==> src/pbr_pkg.sv <==
package pbr_pkg;

   localparam int MAX_DIM    = 512;
   localparam int STORE_ROWS = 512;
   localparam int STORE_COLS = 64;

   localparam int ROW_W    = $clog2(STORE_ROWS);
   localparam int COL_W    = $clog2(STORE_COLS);
   localparam int ADDR_W   = ROW_W + COL_W;
   localparam int PIX_W    = COL_W + 3;
   localparam int DIM_W    = 10;
   localparam int STRIDE_W = 7;
   localparam int ROT_W    = 2;
   localparam int CSR_IDX_W  = 3;
   localparam int CSR_DATA_W = 10;

   localparam logic [7:0] TOP_BIT = 8'h80;

   localparam logic [CSR_IDX_W-1:0] REG_ROTATION   = 3'd0;
   localparam logic [CSR_IDX_W-1:0] REG_OUT_WIDTH  = 3'd1;
   localparam logic [CSR_IDX_W-1:0] REG_OUT_HEIGHT = 3'd2;
   localparam logic [CSR_IDX_W-1:0] REG_IN_STRIDE  = 3'd3;
   localparam logic [CSR_IDX_W-1:0] REG_OUT_STRIDE = 3'd4;

   localparam logic MODE_WRITE = 1'b0;
   localparam logic MODE_READ  = 1'b1;

   typedef struct packed {
      logic             mode;
      logic [ROW_W-1:0] row;
      logic [COL_W-1:0] byte_col;
      logic [7:0]       in_data;
   } req_type;

   typedef struct packed {
      logic [7:0] out_byte;
      logic       range_error;
   } rsp_type;

   typedef struct packed {
      logic              we;
      logic [ADDR_W-1:0] addr;
      logic [7:0]        wdata;
   } mem_cmd_type;

   // one tag per store read, issued with the read address; registered, it lines up with the read data
   typedef struct packed {
      logic       live;
      logic       take;
      logic [2:0] bit_sel;
   } rd_tag_type;

endpackage

==> src/pbr_gather.sv <==
module pbr_gather (
   input  logic                clock,
   input  logic                reset,
   input  pbr_pkg::rd_tag_type tag,
   input  logic [7:0]          rdata,
   output logic [7:0]          gathered
);
   import pbr_pkg::*;

   rd_tag_type tag_ff;
   logic [7:0] byte_ff;
   logic       pix;

   // pixel picked out of the byte just read; masked when the source is off the image or past the input stride
   assign pix = tag_ff.take && (|(rdata & (TOP_BIT >> tag_ff.bit_sel)));

   always_ff @(posedge clock) begin
      if (reset) begin
         tag_ff <= '0;
      end else begin
         tag_ff <= tag;
      end
   end

   // eight shifts replace the whole byte, leftmost pixel first
   always_ff @(posedge clock) begin
      if (tag_ff.live) begin
         byte_ff <= {byte_ff[6:0], pix};
      end
   end

   assign gathered = byte_ff;

endmodule

==> config.mk <==
export PLATFORM = sky130hd
export DESIGN_NAME = pbr_gather
export DESIGN_NICKNAME = d
export VERILOG_FILES = /design/src/pbr_pkg.sv /design/src/pbr_gather.sv
export SDC_FILE = /design/constraint.sdc
export NUM_CORES = 1
export LEC_CHECK = 0
export ABC_AREA = 1
export BUFFER_PORTS_ARGS = -buffer_cell sky130_fd_sc_hd__buf_2
export CAP_MARGIN = 25
export CORE_AREA = 2 2 39 41
export DETAILED_ROUTE_END_ITERATION = 6
export DIE_AREA = 0 0 41 43
export PLACE_DENSITY = 0.64
export SYNTH_ARGS = -nofsm -noshare
export SYNTH_HDL_FRONTEND = slang
export SYNTH_SLANG_ARGS = --single-unit
export TNS_END_PERCENT = 50
==> constraint.sdc <==
create_clock -name clock -period 1.1 [get_ports clock]
set_clock_uncertainty 0.05 [all_clocks]
set_input_delay 0.055 -clock clock [delete_from_list [all_inputs] [get_ports clock]]
set_output_delay 0.055 -clock clock [all_outputs]
set_load 0.01 [all_outputs]
==> metrics.txt <==
result of the run completed; H-Tree Level Count 1; net switching power 196 uW; synthesized flop and latch total 13; layout cells sized above 1 0.333; ordered cell list for the critical path inv_2, nand2_1, nand3_1, nand2_1, nor2_1, nor2_1; max incr delay on CP 0.35 ns; GPL Wtd Cong 0.836; leading cell type in the layout, fill and taps excluded sky130_fd_sc_hd__buf_2; DRC Markers 0; total power 929 uW; slowest stage cell on the critical path sky130_fd_sc_hd__dfxtp_2; number of buffers on the longest clock path 2; portion of the post-synthesis area used by sequential elements 0.706; clock-pin slew on the worst setup and hold paths 0.07 ns; top cells by area, synth sky130_fd_sc_hd__edfxtp_1 50%, sky130_fd_sc_hd__dfxtp_1 21%, sky130_fd_sc_hd__inv_1 10%; count of inserted antenna diode cells 0; startpoint types flop; drt first pass iters 1; number of inserted filler cells in the final layout 137; Critical Path End Type flop; mean cell area of the mapped netlist 9.83 sq um; area delta synth->final 45.2%; num ports 23; clock share of power 0.305; effective utilization at floorplan 0.348; net total in the final layout 97; Comb pwr share 0.099; buffer cell driving the clock tree root sky130_fd_sc_hd__clkbuf_4; sum of negative setup slack 0 ns; vias in the first global route 395; largest net degree at the start of global routing 9; slew at the pin closest to its max-slew limit 0.332 ns; cell internal pwr 733 uW; setup repair after global routing missed its margin false; Horiz. Die Dim 41 microns; setup-violating endpoint count in the final report 0; Syn Std Cell Area 482 sq um; initial antenna violation count 0; endpoint arrival time on the critical path 0.99 ns; number of endpoints with negative hold slack in the final report 0; clock latency on the worst-skew pair 0.27 ns; synthesis warning total 0; worst setup path category reg -> reg; syn_nets 64; count of nets left with antenna violations after detail routing 0; fraction of power spent switching nets 0.211; total via count in the routed design 394; standard-cell row count 14; detailed-route wire length per cell 9.19 microns; Final Critical Period 1.00 ns; unique cell type count in the Yosys netlist 8; maximum VDD drop 0.636 mV; HPWL after detailed placement 651 microns; Layout Utilization 0.505; highest clock frequency the design can meet 998 MHz; share of power burned in registers 0.596; pins over their slew limit 0; number of CTS-inserted buffers 3; data required time at the worst endpoint 1.08 ns; IO buf count 22; worst min path class in -> reg; core footprint 1380 sq um; aggregate global routing overflow 0; Max Fanout on Critical Path 5; top library cells by usage in the layout, fill and taps aside 22 x sky130_fd_sc_hd__buf_2, 13 x sky130_fd_sc_hd__inv_1, 9 x sky130_fd_sc_hd__nor2_1; overall routing resource usage 0.126; CTS tree yes; leading area contributor after synthesis sky130_fd_sc_hd__edfxtp_1; number of DRC violations after detailed-routing iteration 0 0; vias per inst 4.06; Power per Cell Area 1330 nW/um^2; vertical die dimension 43 microns; post-route clock period utilization 0.911; Total Routed Length 891 microns; Clock Sinks 13; share of Yosys cell area claimed by the top area cell type 0.499; total die area 1760 sq um; Leak Pwr 0.000359 uW; count of max-cap constraint violations 0; global-route wire length before repair 1440 microns; remaining max-slew budget at the tightest pin 0.778; Post-Syn Instances 49
==> power by group through the flow <==
stage / logic (uW) / registers [uW] / clock network (uW)
after floorplan: 30.3 / 568 / 0
after global placement: 74.6 / 564 / 0
after detailed placement: 76.2 / 566 / 0
after CTS: 92.3 / 554 / 296
after global routing: 105 / 558 / 325
final: 92.2 / 554 / 283
==> final timing paths <==
check	from	to	depth (start not counted)	slack [ns]
setup / recovery	tag_ff[2]	gathered[0]	6	0.1
setup reg to reg	tag_ff[2]	gathered[0]	6	0.1
hold reg to reg	gathered[1]	gathered[2]	0	0.40
hold / removal	rdata[3]	gathered[0]	5	0.18
==> worst max-delay path, delay by kind of cell, from the launching register on <==
family | cells | cell delay, ns
buf+inv | 1 | 0.07
flops | 1 | 0.35
simple gates | 5 | 0.30
==> per-stage QoR <==
step | std cells | hold WS, ns | setup slack [ns] | area, sq um
3_3_place_gp | 87 | 0.205 | 0.0965 | 612
5_1_grt | 97 | 0.211 | 0.0253 | 699
4_1_cts | 97 | 0.188 | 0.0354 | 698
2_1_floorplan | 49 | 0.0762 | 0.127 | 482
3_5_place_dp | 87 | 0.212 | 0.0428 | 612
6_report | 97 | 0.184 | 0.0984 | 699
==> synthesized netlist by cell type <==
cell type                   n
sky130_fd_sc_hd__inv_1     13
sky130_fd_sc_hd__nand2_1    8
sky130_fd_sc_hd__o21ai_0    1
sky130_fd_sc_hd__inv_2      1
sky130_fd_sc_hd__nor2_1     9
sky130_fd_sc_hd__nand3_1    4
sky130_fd_sc_hd__dfxtp_1    5
sky130_fd_sc_hd__edfxtp_1   8
==> timing repair <==
action / 4_1_cts / 5_1_grt
hold buffers: 6 / 0
setup endpoints to repair: 0 / 1
buffers inserted: 0 / 0
gates resized for setup: 0 / 2
endpoints found under the hold margin: 5 / 0
==> logic make-up after synthesis <==
logic type	count (synthesis)	synth area share
flip-flops	13	0.707
AND/OR/NAND/NOR	21	0.174
AO/OA/AOI/OAI	1	0.0104
buffers and inverters	14	0.109
==> layout make-up <==
class	count	area, sq um	area share
clock buffers	4	26.3	0.0376
inverters	14	52.6	0.0751
multi-input cells	22	88.8	0.127
flip-flops and latches	13	342	0.488
well taps	16	20.0	0.0286
repair buffers	28	170	0.243
==> flip-flops by register name, summed over array words and instances, names as in the netlist <==
register and cells:
gathered 8, tag_ff 5
==> metal layers <==
metal | global-route usage | part of all wire | up-vias
li1 | - | - | 210
met1 | 0.114 | 0.37 | 161
met2 | 0.213 | 0.51 | 19
met3 | 0.0366 | 0.095 | 4
met4 | 0.100 | 0.019 | 0
met5 | 0 | 0 | -
Note: power is estimated with default switching activity, not from simulation.
