--- src/pbr_pkg.sv ---
package pbr_pkg;

   localparam int MAX_DIM    = 512;
   localparam int STORE_ROWS = 512;
   localparam int STORE_COLS = 64;

   localparam int ROW_W    = $clog2(STORE_ROWS);
   localparam int COL_W    = $clog2(STORE_COLS);
   localparam int ADDR_W   = ROW_W + COL_W;
   localparam int PIX_W    = COL_W + 3;
   localparam int DIM_W    = 10;
   localparam int STRIDE_W = 7;
   localparam int ROT_W    = 2;
   localparam int CSR_IDX_W  = 3;
   localparam int CSR_DATA_W = 10;

   localparam logic [7:0] TOP_BIT = 8'h80;

   localparam logic [CSR_IDX_W-1:0] REG_ROTATION   = 3'd0;
   localparam logic [CSR_IDX_W-1:0] REG_OUT_WIDTH  = 3'd1;
   localparam logic [CSR_IDX_W-1:0] REG_OUT_HEIGHT = 3'd2;
   localparam logic [CSR_IDX_W-1:0] REG_IN_STRIDE  = 3'd3;
   localparam logic [CSR_IDX_W-1:0] REG_OUT_STRIDE = 3'd4;

   localparam logic MODE_WRITE = 1'b0;
   localparam logic MODE_READ  = 1'b1;

   typedef struct packed {
      logic             mode;
      logic [ROW_W-1:0] row;
      logic [COL_W-1:0] byte_col;
      logic [7:0]       in_data;
   } req_type;

   typedef struct packed {
      logic [7:0] out_byte;
      logic       range_error;
   } rsp_type;

   typedef struct packed {
      logic              we;
      logic [ADDR_W-1:0] addr;
      logic [7:0]        wdata;
   } mem_cmd_type;

   // one tag per store read, issued with the read address; registered, it lines up with the read data
   typedef struct packed {
      logic       live;
      logic       take;
      logic [2:0] bit_sel;
   } rd_tag_type;

endpackage

--- src/pbr_seq.sv ---
module pbr_seq (
   input  logic                              clock,
   input  logic                              reset,
   input  logic                              csr_valid,
   input  logic [pbr_pkg::CSR_IDX_W-1:0]     csr_index,
   input  logic [pbr_pkg::CSR_DATA_W-1:0]    csr_wdata,
   input  logic                              req_valid,
   output logic                              req_stall,
   input  pbr_pkg::req_type                  req_data,
   output logic                              rsp_valid,
   input  logic                              rsp_stall,
   output pbr_pkg::rsp_type                  rsp_data,
   output pbr_pkg::mem_cmd_type              mem_cmd,
   output pbr_pkg::rd_tag_type               tag,
   input  logic [7:0]                        gathered
);
   import pbr_pkg::*;

   typedef enum logic [1:0] {IDLE, FETCH, DRAIN, DONE} state_type;

   state_type           state_ff;
   logic [2:0]          idx_ff;
   logic [ROW_W-1:0]    row_ff;
   logic [COL_W-1:0]    col_ff;
   logic                mode_ff;
   logic                err_ff;
   logic                rsp_valid_ff;
   rsp_type             rsp_ff;

   logic [ROT_W-1:0]    rotation_ff;
   logic [DIM_W-1:0]    out_width_ff;
   logic [DIM_W-1:0]    out_height_ff;
   logic [STRIDE_W-1:0] in_stride_ff;
   logic [STRIDE_W-1:0] out_stride_ff;

   logic [DIM_W-1:0]    w;
   logic [DIM_W-1:0]    h;
   logic [DIM_W-1:0]    in_h;
   logic                accept;
   logic                err_in;
   logic [PIX_W-1:0]    x;
   logic                x_in_image;
   logic [DIM_W-1:0]    hm1y;
   logic [DIM_W-1:0]    wm1x;
   logic [ROW_W-1:0]    src_r;
   logic [PIX_W-1:0]    src_c;
   logic                rsp_free;

   assign w    = (out_width_ff  > DIM_W'(MAX_DIM)) ? DIM_W'(MAX_DIM) : out_width_ff;
   assign h    = (out_height_ff > DIM_W'(MAX_DIM)) ? DIM_W'(MAX_DIM) : out_height_ff;
   assign in_h = rotation_ff[0] ? w : h;

   assign req_stall = (state_ff != IDLE);
   assign accept    = req_valid && !req_stall;

   always_comb begin
      if (req_data.mode == MODE_WRITE) begin
         err_in = ({1'b0, req_data.row} >= in_h) ||
                  ({1'b0, req_data.byte_col} >= in_stride_ff);
      end else begin
         err_in = ({1'b0, req_data.row} >= h) ||
                  ({1'b0, req_data.byte_col} >= out_stride_ff);
      end
   end

   // position of output pixel idx_ff of the current byte
   assign x          = {col_ff, idx_ff};
   assign x_in_image = ({1'b0, x} < w);
   assign hm1y       = h - DIM_W'(1) - {1'b0, row_ff};
   assign wm1x       = w - DIM_W'(1) - {1'b0, x};

   always_comb begin
      case (rotation_ff)
         2'd0: begin
            src_r = row_ff;
            src_c = x;
         end
         2'd1: begin
            src_r = x;
            src_c = hm1y[PIX_W-1:0];
         end
         2'd2: begin
            src_r = hm1y[ROW_W-1:0];
            src_c = wm1x[PIX_W-1:0];
         end
         default: begin
            src_r = wm1x[ROW_W-1:0];
            src_c = row_ff;
         end
      endcase
   end

   always_comb begin
      tag.live    = (state_ff == FETCH);
      tag.take    = x_in_image && ({1'b0, src_c[PIX_W-1:3]} < in_stride_ff);
      tag.bit_sel = src_c[2:0];
   end

   always_comb begin
      mem_cmd.wdata = req_data.in_data;
      if (state_ff == IDLE) begin
         mem_cmd.we   = accept && (req_data.mode == MODE_WRITE) && !err_in;
         mem_cmd.addr = {req_data.row, req_data.byte_col};
      end else begin
         mem_cmd.we   = 1'b0;
         mem_cmd.addr = {src_r, src_c[PIX_W-1:3]};
      end
   end

   assign rsp_free = !rsp_valid_ff || !rsp_stall;

   always_ff @(posedge clock) begin
      if (reset) begin
         state_ff      <= IDLE;
         idx_ff        <= '0;
         rsp_valid_ff  <= 1'b0;
         rotation_ff   <= '0;
         out_width_ff  <= DIM_W'(512);
         out_height_ff <= DIM_W'(512);
         in_stride_ff  <= STRIDE_W'(64);
         out_stride_ff <= STRIDE_W'(64);
      end else begin
         if (csr_valid) begin
            case (csr_index)
               REG_ROTATION:   rotation_ff   <= csr_wdata[ROT_W-1:0];
               REG_OUT_WIDTH:  out_width_ff  <= csr_wdata[DIM_W-1:0];
               REG_OUT_HEIGHT: out_height_ff <= csr_wdata[DIM_W-1:0];
               REG_IN_STRIDE:  in_stride_ff  <= csr_wdata[STRIDE_W-1:0];
               REG_OUT_STRIDE: out_stride_ff <= csr_wdata[STRIDE_W-1:0];
               default: ;
            endcase
         end

         if ((state_ff == DONE) && rsp_free) begin
            rsp_valid_ff <= 1'b1;
         end else if (!rsp_stall) begin
            rsp_valid_ff <= 1'b0;
         end

         case (state_ff)
            IDLE: begin
               if (accept) begin
                  row_ff  <= req_data.row;
                  col_ff  <= req_data.byte_col;
                  mode_ff <= req_data.mode;
                  err_ff  <= err_in;
                  idx_ff  <= '0;
                  if ((req_data.mode == MODE_READ) && !err_in) begin
                     state_ff <= FETCH;
                  end else begin
                     state_ff <= DONE;
                  end
               end
            end
            FETCH: begin
               idx_ff <= idx_ff + 3'd1;
               if (idx_ff == 3'd7) begin
                  state_ff <= DRAIN;
               end
            end
            DRAIN: begin
               state_ff <= DONE;
            end
            DONE: begin
               if (rsp_free) begin
                  rsp_ff.range_error   <= err_ff;
                  rsp_ff.out_byte      <= ((mode_ff == MODE_READ) && !err_ff) ? gathered : 8'h00;
                  state_ff             <= IDLE;
               end
            end
            default: begin
               state_ff <= IDLE;
            end
         endcase
      end
   end

   assign rsp_valid = rsp_valid_ff;
   assign rsp_data  = rsp_ff;

endmodule

--- config.mk ---
export PLATFORM = sky130hd
export DESIGN_NAME = pbr_seq
export DESIGN_NICKNAME = d
export VERILOG_FILES = /design/src/pbr_pkg.sv /design/src/pbr_seq.sv
export SDC_FILE = /design/constraint.sdc
export NUM_CORES = 1
export LEC_CHECK = 0
export BUFFER_PORTS_ARGS = -buffer_cell sky130_fd_sc_hd__buf_4
export CORE_UTILIZATION = 51
export DETAILED_ROUTE_END_ITERATION = 12
export HOLD_SLACK_MARGIN = 0.12
export PLACE_DENSITY = 0.76
export SKIP_CTS_REPAIR_TIMING = 1
export SYNTH_ARGS = -nofsm -noshare
export SYNTH_HDL_FRONTEND = slang
export SYNTH_SLANG_ARGS = --single-unit
--- constraint.sdc ---
create_clock -name clock -period 3.9 [get_ports clock]
set_input_delay 0.78 -clock clock [delete_from_list [all_inputs] [get_ports clock]]
set_output_delay 0.78 -clock clock [all_outputs]
set_load 0.05 [all_outputs]
==> results.cfg <==
[routing]
wl_per_cell_um = 18.6
wirelength_um = 17100
final_antenna_net_count = 0
via_count = 5364
drt_first_pass_iters = 7
drc_errors = 0
avgViaCountPerCell = 5.84
drt_iter0_drc = 437

[worst_setup_path]
startpoint_type = register
worstPathArrival_ns = 4.16
worstPathMaxFanout = 2
critPathCaptureType = output port
crit_required_ns = 3.12
worst-setup-path-type = reg2out

[logic_synthesis]
synth-seq-area-share_pct = 30.8
netlist_area_um2 = 5260
synth_warnings = 0
async_flop_share_pct = 0
synth_edf_count = 26
syn-num-nets = 743
ys_types = 62
avgSynthCellArea_um2 = 8.44
syn_inst = 623
synthFlopType = dfxtp_1
ys_seq_elements = 68

[layout]
fin_nets = 900
fill_cells = 705
final_cell_mix = buf_4, nand2_1, ha_1
seq_area_um2 = 1620
final_common_cell = buf_4
area_growth_pct = 38.3
design_area_um2 = 7270
postLayoutCoreUtil_pct = 73.7
insertedDiodeCount = 0
layoutNonFillerInstCount = 918
drive_above_1_share_pct = 33.4
multiInputGateArea_um2 = 3660

[clock_network]
cts_num_sinks = 68
cts_root_buf = clkbuf_8
clk_pin_slew_ns = 0.08
clock_latency_ns = 0.37
cts_tree = built
htree_levels = 3
clk_path_buf_depth = 2
cts_buffers = 9

[pwr]
power_density_nw_per_um2 = 398
power_frac_clock_pct = 23.6
switching_share_pct = 42.2
switching_power_w = 0.00122
p_int_w = 0.00167
p_leak_nw = 3.24
ir_worst_vdd_uv = 291
p_seq_share_pct = 28.6
power_frac_comb_pct = 47.9

[grt]
grt_pass1_vias = 5147
grt-ovfl-total = 0
grt_pass1_wl_um = 25600
grt_max_degree = 41
antenna_found_initial = 0
grt_use_total_pct = 30.2

[floorplanning]
fp.dieH_um = 104
dieArea_um2 = 10700
pin_count = 90
start_util_pct = 53.3
core.rowCount = 36
core-area_um2 = 9860
die_x_um = 104

[placement]
place_ws_ns = -0.780
placed_cell_area_um2 = 6640
gp_congestion = 0.906
dp_hpwl_um = 12500
portBuffers = 73
dp.cells = 897

[timing]
finalHoldViolCount = 0
rsz0062_at_grt = yes
period_share_pct = 127
fin_crit_ns = 4.94
tightest_slew_ns = 0.691
final.setup.worst_slack_ns = -1.04
slew_headroom_pct = 53.7
clock.fmax_ghz = 0.202
fin_worst_skew_ns = 0.0118
finalMaxSlewViolations = 0
timing.setup.tns_ns = -3.27
finalSetupViolations = 11

[run_status]
violations = setup timing
status = complete, but fails checks

[worst_hold_path]
worstHoldPathType = reg2reg

[job]
max_cap_viol_count = 0
==> final timing paths <==
path                      to  depth (start not counted)              from  slack (ns)
min          in_stride_ff[3]                          2   in_stride_ff[3]        0.47
max                   tag[3]                         18  out_height_ff[6]       -1.04
max reg2reg           err_ff                         13  out_height_ff[6]        0.90
min reg2reg  in_stride_ff[3]                          2   in_stride_ff[3]        0.47
==> sequential cells by signal (all words and copies together), names as in the netlist <==
name / count
out_width_ff: 10
mode_ff: 1
rsp_data: 9
out_stride_ff: 7
in_stride_ff: 7
row_ff: 9
idx_ff: 3
rotation_ff: 2
err_ff: 1
rsp_valid: 1
col_ff: 6
out_height_ff: 10
state_ff: 2
==> worst max-delay path, stage by stage, from the launching register on <==
cell and delay (ns):
dfxtp_2 0.33, nor4_2 0.25, nand2_1 0.12, o41ai_4 0.30, nand2_2 0.13, inv_2 0.09, ha_4 0.20, a21o_1 0.19
a21oi_2 0.17, nand2_1 0.10, xor2_1 0.18, mux4_2 0.53, ha_4 0.24, a21o_1 0.20, a21oi_4 0.18, buf_6 0.12
nand3_4 0.06, a211oi_4 0.23, buf_6 0.19
==> routing by layer <==
layer  vias to the layer above  global-route usage [%]  wire [µm]
met1                      2577                    38.2       7110
met2                       216                    52.2       8440
li1                       2524                       -          -
met5                         -                       0          0
met3                        47                    4.47        983
met4                         0                    10.7        554
==> layout make-up <==
cell class	count	share of cell area, %
clock inverters	7	1.34
clock buffers	9	1.70
flip-flops and latches	68	22.3
well taps	133	2.29
multi-input cells	472	50.4
repair buffers	176	19.2
inverters	53	2.74
==> logic make-up (layout without fill, tap and decap cells) <==
group / Yosys count / in the layout / share of synthesized area [%]
and+or+nand+nor: 222 / 222 / 19.6
AOI/OAI and AO/OA: 148 / 148 / 18.0
buffers and inverters: 83 / 245 / 6.64
adders and majority gates: 70 / 70 / 16.9
DFF: 68 / 68 / 30.8
muxes: 24 / 24 / 6.71
xor gates and xnor gates: 8 / 8 / 1.33
==> synth_stat cells (all sizes together), types with 8 or more instances <==
cell type  number  area [µm²]
o21ai          21         105
ha             68         851
mux2i           9        90.1
inv            50         188
nand2         102         383
and3           10        62.6
nor2           44         165
clkbuf         13        48.8
a21o           13        97.6
and2            9        56.3
edfxtp         26         781
nor2b          11        68.8
dfxtp          42         841
a21oi          61         309
buf            17         101
nor3           12        65.1
mux4            8         184
==> metrics by stage <==
stage          power [W]  hold slack, ns
3_5_place_dp     0.00208           0.450
4_1_cts          0.00275           0.470
6_report         0.00290           0.471
2_1_floorplan    0.00167           0.427
3_3_place_gp     0.00205           0.443
5_1_grt          0.00300           0.486
==> power by group through the flow <==
stage / combinational [W] / sequential, W / clock (W)
after floorplan: 0.000818 / 0.000853 / 0
after global placement: 0.00121 / 0.000839 / 0
after detailed placement: 0.00123 / 0.000841 / 0
after CTS: 0.00124 / 0.000825 / 0.000683
after global routing: 0.00145 / 0.000833 / 0.000715
final: 0.00139 / 0.000827 / 0.000682
(Power assumes the default switching activity.)
